--- src/rtl/dpsc_pkg.sv ---
`timescale 1ns / 1ps
// ----------------------------------------------------------------------------
// dpsc_pkg
// Shared widths, reset values, beat types and codes for the dual pedal
// sensor conditioner.
// ----------------------------------------------------------------------------
package dpsc_pkg;

    localparam int SAMPLE_BITS   = 12;
    localparam int FRACTION_BITS = 16;
    localparam int OUT_BITS      = FRACTION_BITS + 1;

    localparam int A_MIN_RESET = 1550;
    localparam int A_MAX_RESET = 4095;
    localparam int B_MIN_RESET = 1750;
    localparam int B_MAX_RESET = 3289;

    localparam logic [OUT_BITS-1:0] FRAC_ONE = OUT_BITS'(1) << FRACTION_BITS;

    typedef enum logic [1:0] {
        CFG_A_MIN = 2'd0,
        CFG_A_MAX = 2'd1,
        CFG_B_MIN = 2'd2,
        CFG_B_MAX = 2'd3
    } cfg_index_t;

    typedef enum logic [2:0] {
        NS_IDLE,
        NS_SMOOTH,
        NS_PREP,
        NS_NORM,
        NS_HOLD
    } norm_state_t;

    typedef struct packed {
        logic idle;
        logic hold;
    } norm_status_t;

    typedef struct packed {
        logic [SAMPLE_BITS-1:0] sample_a;
        logic [SAMPLE_BITS-1:0] sample_b;
    } sample_beat_t;

    typedef struct packed {
        logic [OUT_BITS-1:0] pedal_level;
        logic [OUT_BITS-1:0] sensor_disagreement;
    } result_beat_t;

endpackage

--- src/rtl/dpsc_norm.sv ---
`timescale 1ns / 1ps
// ----------------------------------------------------------------------------
// dpsc_norm
// One sensor track: bit-serial divide by five for the smoothing filter, then
// bit-serial restoring division that scales the smoothed value into a
// fraction of the configured min..max span.
// ----------------------------------------------------------------------------
module dpsc_norm
    import dpsc_pkg::*;
(
    input  logic                   clk,
    input  logic                   rst_n,
    input  logic                   start,
    input  logic                   take,
    input  logic [SAMPLE_BITS-1:0] sample,
    input  logic [SAMPLE_BITS-1:0] lo,
    input  logic [SAMPLE_BITS-1:0] hi,
    output norm_status_t           status,
    output logic [OUT_BITS-1:0]    frac
);

    localparam int SUM_BITS  = SAMPLE_BITS + 3;
    localparam int STEPS_MAX = (SUM_BITS > FRACTION_BITS) ? SUM_BITS : FRACTION_BITS;
    localparam int CNT_BITS  = $clog2(STEPS_MAX);
    localparam logic [CNT_BITS-1:0] SMOOTH_LAST = CNT_BITS'(SUM_BITS - 1);
    localparam logic [CNT_BITS-1:0] NORM_LAST   = CNT_BITS'(FRACTION_BITS - 1);

    norm_state_t            state_reg, state_next;
    logic [CNT_BITS-1:0]    cnt_reg, cnt_next;
    logic [SAMPLE_BITS-1:0] smoothed_reg, smoothed_next;
    logic [SUM_BITS-1:0]    sum_reg, sum_next;
    logic [2:0]             rem5_reg, rem5_next;
    logic [SAMPLE_BITS-1:0] rem_reg, rem_next;
    logic [SAMPLE_BITS-1:0] range_reg, range_next;
    logic [OUT_BITS-1:0]    frac_reg, frac_next;

    logic [3:0]             cand5;
    logic                   ge5;
    logic [SAMPLE_BITS:0]   dbl;
    logic                   ge_rng;

    // one quotient bit of the divide by five
    assign cand5 = {rem5_reg, sum_reg[SUM_BITS-1]};
    assign ge5   = (cand5 >= 4'd5);

    // one quotient bit of the span division
    assign dbl    = {rem_reg, 1'b0};
    assign ge_rng = (dbl >= {1'b0, range_reg});

    always_comb
    begin
        state_next = state_reg;
        case (state_reg)
            NS_IDLE:
            begin
                if (start)
                    state_next = NS_SMOOTH;
            end
            NS_SMOOTH:
            begin
                if (cnt_reg == SMOOTH_LAST)
                    state_next = NS_PREP;
            end
            NS_PREP:
            begin
                if (hi <= lo || smoothed_reg <= lo || smoothed_reg >= hi)
                    state_next = NS_HOLD;
                else
                    state_next = NS_NORM;
            end
            NS_NORM:
            begin
                if (cnt_reg == NORM_LAST)
                    state_next = NS_HOLD;
            end
            NS_HOLD:
            begin
                if (take)
                    state_next = NS_IDLE;
            end
            default: state_next = NS_IDLE;
        endcase
    end

    always_comb
    begin
        cnt_next      = cnt_reg;
        smoothed_next = smoothed_reg;
        sum_next      = sum_reg;
        rem5_next     = rem5_reg;
        rem_next      = rem_reg;
        range_next    = range_reg;
        frac_next     = frac_reg;
        case (state_reg)
            NS_IDLE:
            begin
                cnt_next  = '0;
                rem5_next = '0;
                // 2*sample + 3*old
                sum_next  = {2'b00, sample, 1'b0}
                          + {2'b00, smoothed_reg, 1'b0}
                          + {3'b000, smoothed_reg};
            end
            NS_SMOOTH:
            begin
                cnt_next  = cnt_reg + 1'b1;
                rem5_next = ge5 ? 3'(cand5 - 4'd5) : cand5[2:0];
                sum_next  = {sum_reg[SUM_BITS-2:0], ge5};
                if (cnt_reg == SMOOTH_LAST)
                    smoothed_next = sum_next[SAMPLE_BITS-1:0];
            end
            NS_PREP:
            begin
                cnt_next   = '0;
                range_next = hi - lo;
                rem_next   = smoothed_reg - lo;
                if (hi <= lo || smoothed_reg <= lo)
                    frac_next = '0;
                else if (smoothed_reg >= hi)
                    frac_next = FRAC_ONE;
                else
                    frac_next = '0;
            end
            NS_NORM:
            begin
                cnt_next  = cnt_reg + 1'b1;
                rem_next  = ge_rng ? SAMPLE_BITS'(dbl - {1'b0, range_reg})
                                   : dbl[SAMPLE_BITS-1:0];
                frac_next = {frac_reg[OUT_BITS-2:0], ge_rng};
            end
            NS_HOLD:
            begin
                cnt_next = '0;
            end
            default:
            begin
                cnt_next = '0;
            end
        endcase
    end

    always_ff @(posedge clk or negedge rst_n)
    begin
        if (!rst_n)
        begin
            state_reg    <= NS_IDLE;
            cnt_reg      <= '0;
            smoothed_reg <= '0;
        end
        else
        begin
            state_reg    <= state_next;
            cnt_reg      <= cnt_next;
            smoothed_reg <= smoothed_next;
        end
    end

    always_ff @(posedge clk)
    begin
        sum_reg   <= sum_next;
        rem5_reg  <= rem5_next;
        rem_reg   <= rem_next;
        range_reg <= range_next;
        frac_reg  <= frac_next;
    end

    assign status.idle = (state_reg == NS_IDLE);
    assign status.hold = (state_reg == NS_HOLD);
    assign frac        = frac_reg;

endmodule

--- src/rtl/dual_pedal_sensor_conditioner_top.sv ---
`timescale 1ns / 1ps
// ----------------------------------------------------------------------------
// dual_pedal_sensor_conditioner_top
// Smooths a pair of pedal sensor samples, scales each into a Q16 fraction of
// its calibrated span and reports the average and the mismatch of the two.
// ----------------------------------------------------------------------------
// A sample beat passes the bit-serial divide by five (15 steps), then 16 steps
//   of the span division, one bit per cycle in each track; the span division
//   is skipped in a track whose fraction clamps to zero or full scale. One
//   sample beat is taken at a time, the next once both tracks have handed
//   on their results; a held result does not block the next sample
// reset: calibration registers take their default spans, filter state clears
module dual_pedal_sensor_conditioner_top
    import dpsc_pkg::*;
(
    input  logic                   clk,
    input  logic                   rst_n,
    input  logic                   smp_valid,
    output logic                   smp_stall,
    input  sample_beat_t           smp_data,
    output logic                   res_valid,
    input  logic                   res_stall,
    output result_beat_t           res_data,
    input  logic                   cfg_valid,
    output logic                   cfg_ready,
    input  cfg_index_t             cfg_index,
    input  logic [SAMPLE_BITS-1:0] cfg_data
);

    logic [SAMPLE_BITS-1:0] a_min_reg, a_max_reg, b_min_reg, b_max_reg;
    logic                   res_valid_reg, res_valid_next;
    result_beat_t           res_data_reg, res_data_next;

    norm_status_t           stat_a, stat_b;
    logic [OUT_BITS-1:0]    frac_a, frac_b;
    logic                   start, take;
    logic [OUT_BITS:0]      frac_sum;

    assign cfg_ready = 1'b1;
    assign smp_stall = !(stat_a.idle && stat_b.idle);
    assign start     = smp_valid && !smp_stall;
    assign take      = stat_a.hold && stat_b.hold && (!res_valid_reg || !res_stall);

    always_ff @(posedge clk or negedge rst_n)
    begin
        if (!rst_n)
        begin
            a_min_reg <= SAMPLE_BITS'(A_MIN_RESET);
            a_max_reg <= SAMPLE_BITS'(A_MAX_RESET);
            b_min_reg <= SAMPLE_BITS'(B_MIN_RESET);
            b_max_reg <= SAMPLE_BITS'(B_MAX_RESET);
        end
        else if (cfg_valid && cfg_ready)
        begin
            case (cfg_index)
                CFG_A_MIN: a_min_reg <= cfg_data;
                CFG_A_MAX: a_max_reg <= cfg_data;
                CFG_B_MIN: b_min_reg <= cfg_data;
                CFG_B_MAX: b_max_reg <= cfg_data;
                default: ;
            endcase
        end
    end

    dpsc_norm u_norm_a (
        .clk    (clk),
        .rst_n  (rst_n),
        .start  (start),
        .take   (take),
        .sample (smp_data.sample_a),
        .lo     (a_min_reg),
        .hi     (a_max_reg),
        .status (stat_a),
        .frac   (frac_a)
    );

    dpsc_norm u_norm_b (
        .clk    (clk),
        .rst_n  (rst_n),
        .start  (start),
        .take   (take),
        .sample (smp_data.sample_b),
        .lo     (b_min_reg),
        .hi     (b_max_reg),
        .status (stat_b),
        .frac   (frac_b)
    );

    assign frac_sum = {1'b0, frac_a} + {1'b0, frac_b};

    always_comb
    begin
        res_valid_next = res_valid_reg && res_stall;
        res_data_next  = res_data_reg;
        if (take)
        begin
            res_valid_next                    = 1'b1;
            res_data_next.pedal_level         = frac_sum[OUT_BITS:1];
            res_data_next.sensor_disagreement = (frac_a >= frac_b) ? (frac_a - frac_b)
                                                                   : (frac_b - frac_a);
        end
    end

    always_ff @(posedge clk or negedge rst_n)
    begin
        if (!rst_n)
            res_valid_reg <= 1'b0;
        else
            res_valid_reg <= res_valid_next;
    end

    always_ff @(posedge clk)
    begin
        res_data_reg <= res_data_next;
    end

    assign res_valid = res_valid_reg;
    assign res_data  = res_data_reg;

endmodule

--- config.mk ---
export PLATFORM = sky130hd
export DESIGN_NAME = dual_pedal_sensor_conditioner_top
export DESIGN_NICKNAME = d
export VERILOG_FILES = /design/src/rtl/dpsc_pkg.sv /design/src/rtl/dpsc_norm.sv /design/src/rtl/dual_pedal_sensor_conditioner_top.sv
export SDC_FILE = /design/constraint.sdc
export NUM_CORES = 1
export LEC_CHECK = 0
export BUFFER_PORTS_ARGS = -buffer_cell sky130_fd_sc_hd__buf_2
export CAP_MARGIN = 20
export CELL_PAD_IN_SITES_DETAIL_PLACEMENT = 2
export CELL_PAD_IN_SITES_GLOBAL_PLACEMENT = 2
export CORE_MARGIN = 2
export CORE_UTILIZATION = 42
export DETAILED_ROUTE_END_ITERATION = 10
export PLACE_DENSITY = 0.79
export SETUP_SLACK_MARGIN = 0.02
export SYNTH_ARGS = -nofsm -noshare
export SYNTH_HDL_FRONTEND = slang
export SYNTH_HIERARCHICAL = 1
export SYNTH_SLANG_ARGS = --single-unit
--- constraint.sdc ---
create_clock -name clk -period 4.9 [get_ports clk]
set_clock_uncertainty 0.05 [all_clocks]
set_input_delay 0.245 -clock clk [delete_from_list [all_inputs] [get_ports clk]]
set_output_delay 0.245 -clock clk [all_outputs]
set_load 0.005 [all_outputs]
; Yosys cells after proc, flatten, opt, wreduce, memory -nomap -nowiden
; Index checks and enable logic that the tools add are counted.
; W data, S select, Z words.
[word_totals]
ff_bits = 239
input_bits = 43
out_inout_bits = 37
elab_cells = 134
[classes]
n_addsub = 17
magnitude_cmp = 11
n_eq_ne = 23
mux = 30
reduce_logical = 30
[op_table]
columns = operator, n
row1 = $mux W17, 5
row2 = $sub A12 B12 Y12, 6
row3 = $pmux W17 S2, 2
row4 = $pmux W15 S2, 2
row5 = $le A12 B12 Y1, 4
row6 = $pmux W12 S2, 2
row7 = $sub A17 B17 Y17, 2
row8 = $add A15 B12 Y15, 2
row9 = $mux W3, 10
row10 = $pmux W3 S5, 2
row11 = $add A13 B13 Y14, 2
row12 = $ge A13 B12 Y1, 2
row13 = $ge A12 B12 Y1, 2
row14 = $mux W12, 2
row15 = $add A17 B17 Y18, 1
row16 = $ge A17 B17 Y1, 1
row17 = $eq A4 B4 Y1 const B, 4
row18 = $ne A2 B1 Y1 const B, 8
row19 = $eq A3 B2 Y1 const B, 4
row20 = $pmux W3 S2, 2
row21 = $reduce_and A2 Y1, 6
row22 = $add A4 B1 Y4 const B, 2
row23 = $ge A4 B3 Y1 const B, 2
row24 = $mux W4, 2
row25 = 14 further kinds, 34

; Longest topological paths before layout
; Gate-level depths: netlist (run 1).
[depth]
depth_word = 5
mapped_depth = 12
depth_no_buf = 12

; Hierarchy
; Netlist (run 1), hierarchy kept.
[by_module_without_submodules]
columns = mod, n_inst, cells_per_inst, area_each_um2, seq_area_each_um2
row1 = dpsc_norm (u_norm_b), 1, 624, 6083.3, 2247.2
row2 = dpsc_norm (u_norm_a), 1, 584, 5829.3, 2247.2
row3 = dual_pedal_sensor_conditioner_top, 1, 491, 5421.4, 2285.9

; Worst setup path before layout (run 1)
; OpenSTA, ideal clock, no wires.
[synth_path]
kind = register -> register
startpoint = reg u_norm_b.state_reg[0]
endpoint = reg u_norm_a.state_reg[2]
setup_ps = 121
arrival_time_ps = 3410
t_required_ps = 4729
slack_ps = 1319
path_stages_with_launch = 8
path_buffers = 1
synth_period_minus_slack_ps = 3581
cell_sequence = dfrtp_1 > clkbuf_1 > nor3b_1 > nand2_1 > a21oi_1 > nor2b_1 > or4_1 > o22a_1
[synth_rtl]
columns = element, line_no
row1 = start: declaration, dpsc_norm.sv:28  ; norm_state_t state_reg, state_next;
row2 = start signal: assignment, dpsc_norm.sv:152  ; state_reg <= state_next;
row3 = end signal: assignment, dpsc_norm.sv:152
row4 = end: declaration, dpsc_norm.sv:28

; Final worst setup path (run 1)
[layout_path]
startpoint = reg u_norm_a.smoothed_reg[2]
endpoint = reg u_norm_a.sum_reg[12], data pin
[layout_between]
elab_chain_len = 3
[layout_lines]
columns = element, line_no
row1 = start: declaration, dpsc_norm.sv:30  ; logic [SAMPLE_BITS-1:0] smoothed_reg, smoothed_next;
row2 = start signal: assignment, dpsc_norm.sv:154  ; smoothed_reg <= smoothed_next;
row3 = $add A13 B13 Y14, dpsc_norm.sv:101  ; + {2'b00, smoothed_reg, 1'b0}
row4 = $add A15 B12 Y15 (*), dpsc_norm.sv:102  ; + {3'b000, smoothed_reg};
row5 = $pmux W15 S2 (*), dpsc_norm.sv:94  ; case (state_reg)
row6 = named net u_norm_a.sum_next[12], dpsc_norm.sv:31  ; logic [SUM_BITS-1:0] sum_reg, sum_next;
row7 = end signal: assignment, dpsc_norm.sv:160  ; sum_reg <= sum_next;
row8 = end: declaration, dpsc_norm.sv:31
; The timed path passes the listed nets; every way through them passes the cells marked *.
; A chain may end at the register's enable or synchronous reset.

==> metrics.csv, run 1 <==
stage,metric,value,unit
floorplan,Die Width,207,um
clocking,Clock Latency Late Sink,0.58,ns
layout,Final #Nets,2042,
synth,synthesized cell area,17300,sq um
worst_setup_path,reg2reg path depth,10,
clocking,CTS tree,done,
synth,Yosys reg bits,239,
timing,Fmax achieved,265,MHz
synth,"FFs w/ async S/R, synth",36.4,%
synth,most common library cells after synthesis,"178 x ha_1, 171 x inv_1, 152 x edfxtp_1",
timing,Final Max Slew Viols,0,
placement,dpl ws,1.35,ns
synth,Synth cell types,100,
worst_setup_path,crit path DAT,4.00,ns
drt,drt via density,5.70,
synth,adder-cell share of the synthesized area,16.7,%
synth,Post-Synth Simple-Gate Area,12.5,%
timing,max_slew headroom,29.1,%
drt,DRC,0,
drt,vias after detailed routing,13400,
floorplan,core area,40700,sq um
timing,crit path time final,3.77,ns
drt,final WL,52.8,mm
worst_setup_path,startpoint types,register,
worst_setup_path,Worst Path Required,5.12,ns
layout,Largest register FFs,34,
floorplan,Initial Util,42.5,%
power_and_ir_drop,PD cells,474,nW/um^2
drt,Iter 0 DRT Violations,589,
flow_run,number of max-cap violations,0,
synth,post-synthesis xor/xnor area fraction,4.45,%
synth,compound-cell area share of the yosys netlist,15.6,%
timing,final hold vios,0,
synth,"Seq/Total Area, Yosys",39.1,%
worst_setup_path,Setup CP Type,register to register,
timing,Slew @ Worst Pin,1.06,ns
synth,most common cell in the netlist,ha_1,
floorplan,Site Rows,74,
synth,synth warn,6,
clocking,CTS buffer count,30,
synth,number of synthesized flops with an enable pin,152,
synth,ranking of synthesized cells by area,"edfxtp_1 26%, ha_1 13%, dfrtp_1 8.1%",
timing,RSZ-0062 raised after global routing,no,
synth,Main synth FF type,edfxtp_1,
clocking,Root Driver,clkbuf_16,
floorplan,IO Pins,80,
timing,setup_tns,0,ns
drt,First-pass DRT Iterations,5,
clocking,Worst-path clk slew,0.06,ns
grt,initial antenna violation count,0,
layout,layout cells sized above 1,16.1,%
floorplan,die height,207,um
clocking,# H-tree levels,1,
drt,wire length per cell,22.5,um
power_and_ir_drop,static leakage,8.56,nW
layout,Filler cells,4272,
timing,setup ws final,1.13,ns
grt,largest net degree at the start of global routing,66,
clocking,total clock sinks,239,
floorplan,Die Area,42900,sq um
timing,Setup Viol. Count Final,0,
layout,Inserted Diodes,0,
worst_setup_path,Reg-to-Reg Start,u_norm_a/smoothed_reg[2],
clocking,postcts setup bufs,0,
synth,syn avg cell area,10.2,sq um
placement,placed wire-length estimate,39.9,mm
layout,area grow syn2layout,12.3,%
synth,Syn Inst Count,1699,
synth,mux contribution to synthesized area,6.17,%
synth,top-area cell type share of the netlist area,26.3,%
worst_setup_path,Reg2Reg Capture Point,u_norm_a/sum_reg[12],
outcome,result of the run,"complete, no violations",
grt,GRT Util Overall,24.7,%
hold_path,worst hold path class,input port to asynchronous set/reset pin,
timing,period utilisation layout,77.0,%
worst_setup_path,Crit Path Max Fanout,5,
grt,first-pass GRT wire length,85.5,mm
grt,GR Overflow Total,0,
placement,routability cong.,0.866,
clocking,Clock Tree Buf Depth,3,
grt,vias in the first global route,15200,
synth,Synth Net Count,1953,
synth,largest area contributor in the netlist,edfxtp_1,
worst_setup_path,type of destination of the critical path,register,
synth,largest family of logic cells by synthesized area,adder cells,
worst_setup_path,reg2reg setup slack,1.13,ns
placement,# port buffers,78,
power_and_ir_drop,Peak supply drop,0.288,mV
drt,Post-DRT Antenna Nets,0,
## area by class of cell
cell class                      instances  area (sq um)  share of cell area (%)
Clock buffer                           48           995                    5.11
Clock inverter                          8          86.3                   0.443
Inverter                              173           649                    3.34
Multi-Input combinational cell       1238          9640                    49.5
Sequential cell                       239          6780                    34.8
Tap cell                              532           666                    3.42
Timing Repair Buffer                  106           656                    3.37
## layer usage
| metal | track usage [%] | wire length, um |
|---|---|---|
| met3 | 2.49 | 1450 |
| met5 | 0 | 0 |
| met2 | 45.7 | 27200 |
| met1 | 30.4 | 22900 |
| met4 | 6.67 | 1300 |
## how the worst max path moves through the flow
stage / slack, ns / cells after the start / end / start
floorplan: 1.32 / 7 / u_norm_a/state_reg[2] / u_norm_b/state_reg[0]
finish: 1.13 / 10 / u_norm_a/sum_reg[12] / u_norm_a/smoothed_reg[2]
CTS: 1.14 / 10 / u_norm_a/sum_reg[12] / u_norm_a/smoothed_reg[2]
global route: 0.93 / 10 / u_norm_a/sum_reg[12] / u_norm_a/smoothed_reg[2]
global placement: 1.50 / 10 / u_norm_a/sum_reg[12] / u_norm_a/smoothed_reg[2]
detailed placement: 1.35 / 10 / u_norm_a/sum_reg[12] / u_norm_a/smoothed_reg[2]
## critical path, cell delays in order (launching register included)
cell and delay [ns]:
dfrtp_1 0.47, fa_1 0.48, ha_1 0.27, fa_1 0.44, a21o_1 0.22, a21oi_1 0.24, o21ai_0 0.17, o41ai_1 0.60
o31ai_1 0.20, xnor2_1 0.21, o21ai_0 0.11
## per-stage QoR
stage	cell area [sq um]	hold WS [ns]	utilization, %	power (W)	std cells
finish	19500	0.0726	47.8	0.00922	2344
global route	19500	0.0892	47.8	0.00981	2344
CTS	19400	0.0310	47.7	0.00924	2342
detailed placement	18200	0.112	44.7	0.00672	2272
global placement	18200	0.104	44.7	0.00644	2272
floorplan	17300	-0.101	-	0.00562	1699
## cells in the final DEF (no fill, tap or decap), types with 14 or more instances in the layout
cell             n
a21o_1          22
a21oi_1        132
and2_1          16
and3_1          23
buf_2           77
buf_4           14
clkbuf_16       36
dfrtp_1         56
dfstp_2         31
dlygate4sd3_1   14
edfxtp_1       152
fa_1            33
ha_1           178
inv_1          171
mux2_2          66
mux2i_1         27
nand2_1        100
nand2b_1        27
nand3_1         26
nand4_1         25
nor2_1         120
nor2b_1         20
nor3_1          25
o21a_1          29
o21ai_0         69
o21ai_1         14
xnor2_1         61
xor2_1          27
## power by group
part	switching, W	internal (W)	total (W)
clock network	0.000943	0.00145	0.00239
logic	0.00225	0.00150	0.00374
registers	0.000354	0.00274	0.00309
## cell families after synthesis
logic type	Yosys count
AND/OR/NAND/NOR	433
AO/OA/AOI/OAI	407
multiplexers	98
other	1
XOR/XNOR	88
buffers and inverters	222
flip-flops	239
adder cells (fa/ha/maj)	211
## repair_timing
action                    CTS  global route
hold endpoints to repair   69             0
gates resized for setup     0             0
hold buffers               14             0
Power figures use the tool's default switching activity.
==> run 2: changes to the inputs <==
clock period = 3.7 ns   (was 4.9 ns; I/O delays follow)
==> run 2 against run 1 <==
Utilization shrank 0.074 points; global-route usage shrank 0.23 points; non-clock buffer count grew 6; flip-flop and latch count is the same; sequential power grew 32%; first-iteration DRC count shrank 15%; fmax grew 7.3%; sequential share of layout area grew 0.054 points; register-to-register slack lost 0.94 ns.
==> metrics.csv, run 2 (synthesis gave the netlist of run 1 again) <==
stage,metric,value,unit
grt,largest net degree at the start of global routing,72,
drt,drt via density,5.69,
clocking,CTS tree,done,
worst_setup_path,crit path cell chain,fa_1 > ha_1 > fa_1 > a21o_1 > a21oi_1 > o21ai_0 > o41ai_2 > o31ai_1 > xnor2_1 > o21ai_0,
layout,Final #Nets,2048,
clocking,CTS buffer count,30,
grt,first-pass GRT wire length,84.5,mm
layout,Storage cell area,6780,sq um
drt,Iter 0 DRT Violations,499,
floorplan,core area,40700,sq um
worst_setup_path,Crit Path Max Fanout,4,
worst_setup_path,"Slowest-stage cell, CP",fa_1,
floorplan,Die Area,42900,sq um
floorplan,die height,207,um
power_and_ir_drop,static leakage,8.55,nW
power_and_ir_drop,Pwr Total,0.0120,W
hold_path,worst hold path class,input port to register,
timing,Slew @ Worst Pin,1.02,ns
clocking,Clock Tree Buf Depth,3,
timing,Fmax achieved,284,MHz
floorplan,Initial Util,42.5,%
placement,# port buffers,78,
clocking,Root Driver,clkbuf_16,
timing,RSZ-0062 raised after global routing,no,
worst_setup_path,crit path DAT,3.75,ns
power_and_ir_drop,Peak supply drop,0.344,mV
grt,vias in the first global route,15200,
timing,setup_tns,0,ns
timing,setup ws final,0.183,ns
drt,DRC,0,
layout,most frequent cells in the layout,"178 x ha_1, 171 x inv_1, 152 x edfxtp_1",
worst_setup_path,CP peak stage delay,0.49,ns
clocking,postcts setup bufs,0,
clocking,total clock sinks,239,
worst_setup_path,startpoint types,register,
layout,Filler cells,4219,
placement,placed inst area,18300,sq um
worst_setup_path,Setup CP Type,register to register,
timing,final hold vios,0,
drt,First-pass DRT Iterations,5,
drt,Post-DRT Antenna Nets,0,
floorplan,Die Width,207,um
grt,GR Overflow Total,0,
flow_run,number of max-cap violations,0,
layout,layout cells sized above 1,16.4,%
timing,Final Max Slew Viols,0,
clocking,Clock Latency Late Sink,0.59,ns
placement,placed wire-length estimate,39.6,mm
layout,"most common cell after layout, fill and taps aside",ha_1,
drt,vias after detailed routing,13400,
worst_setup_path,type of destination of the critical path,register,
clocking,# H-tree levels,1,
timing,max_slew headroom,31.7,%
worst_setup_path,Worst Path Required,3.94,ns
outcome,result of the run,"complete, no violations",
timing,period utilisation layout,95.0,%
floorplan,IO Pins,80,
timing,Setup Viol. Count Final,0,
grt,GRT Util Overall,24.4,%
layout,fin area,19400,sq um
timing,crit path time final,3.52,ns
drt,wire length per cell,22.2,um
clocking,Worst-path clk slew,0.06,ns
floorplan,Site Rows,74,
layout,multi-input logic area,9650,sq um
placement,routability cong.,0.900,
power_and_ir_drop,PD cells,617,nW/um^2
layout,Largest register FFs,34,
drt,final WL,52.2,mm
grt,initial antenna violation count,0,
layout,area grow syn2layout,12.1,%
placement,dpl ws,0.0975,ns
[run 2: power breakdown]
part / switching, W / internal, W
sequential: 0.000461 / 0.00363
combinational: 0.00294 / 0.00198
clock: 0.00120 / 0.00178
total: 0.00461 / 0.00739
[run 2: path summary, 6_finish.rpt]
kind / endpoint / slack (ns) / depth (start not counted) / startpoint
hold / removal: u_norm_b/state_reg[0] / 0.08 / 4 / smp_valid
max in group asynchronous: a_min_reg[2] / 2.47 / 3 / rst_n
hold reg to reg: u_norm_b/smoothed_reg[1] / 0.46 / 2 / u_norm_b/sum_reg[0]
setup reg to reg: u_norm_a/sum_reg[12] / 0.18 / 10 / u_norm_a/smoothed_reg[1]
setup / recovery: u_norm_a/sum_reg[12] / 0.18 / 10 / u_norm_a/smoothed_reg[1]
min in group asynchronous: u_norm_b/smoothed_reg[2] / 0.23 / 2 / rst_n
[run 2: cell type report]
class | instances | area share, %
diodes | 1 | 0.0129
repair buffers | 112 | 3.51
well taps | 532 | 3.42
clock buffers | 47 | 4.76
multi-input cells | 1238 | 49.6
flip-flops and latches | 239 | 34.9
inverters | 173 | 3.34
clock inverters | 9 | 0.451
[run 2: repair_timing]
action,4_1_cts,5_1_grt
endpoints found under the setup margin,0,2
gates resized for setup,0,1
hold buffers,14,0
endpoints found under the hold margin,91,0
[run 2: per-stage QoR]
step | hold slack, ns | cells | util [%]
final | 0.0759 | 2351 | 47.7
after global routing | 0.123 | 2350 | 47.7
after CTS | 0.0674 | 2349 | 47.7
after detailed placement | 0.310 | 2279 | 44.8
after global placement | 0.299 | 2279 | 44.8
after floorplan | -0.161 | 1699 | -
[run 2: layer usage]
layer | part of all wire [%] | GRT usage (%)
met1 | 43 | 30.4
met2 | 51 | 44.4
met3 | 2.8 | 2.64
met4 | 3.2 | 7.39
met5 | 0 | 0
[run 2: worst max-delay path, delay by kind of cell, from the launching register on]
kind	cells	cell delay, ns
AOI/OAI and AO/OA	6	1.36
adders and majority gates	3	1.20
xor gates and xnor gates	1	0.16
DFF	1	0.44
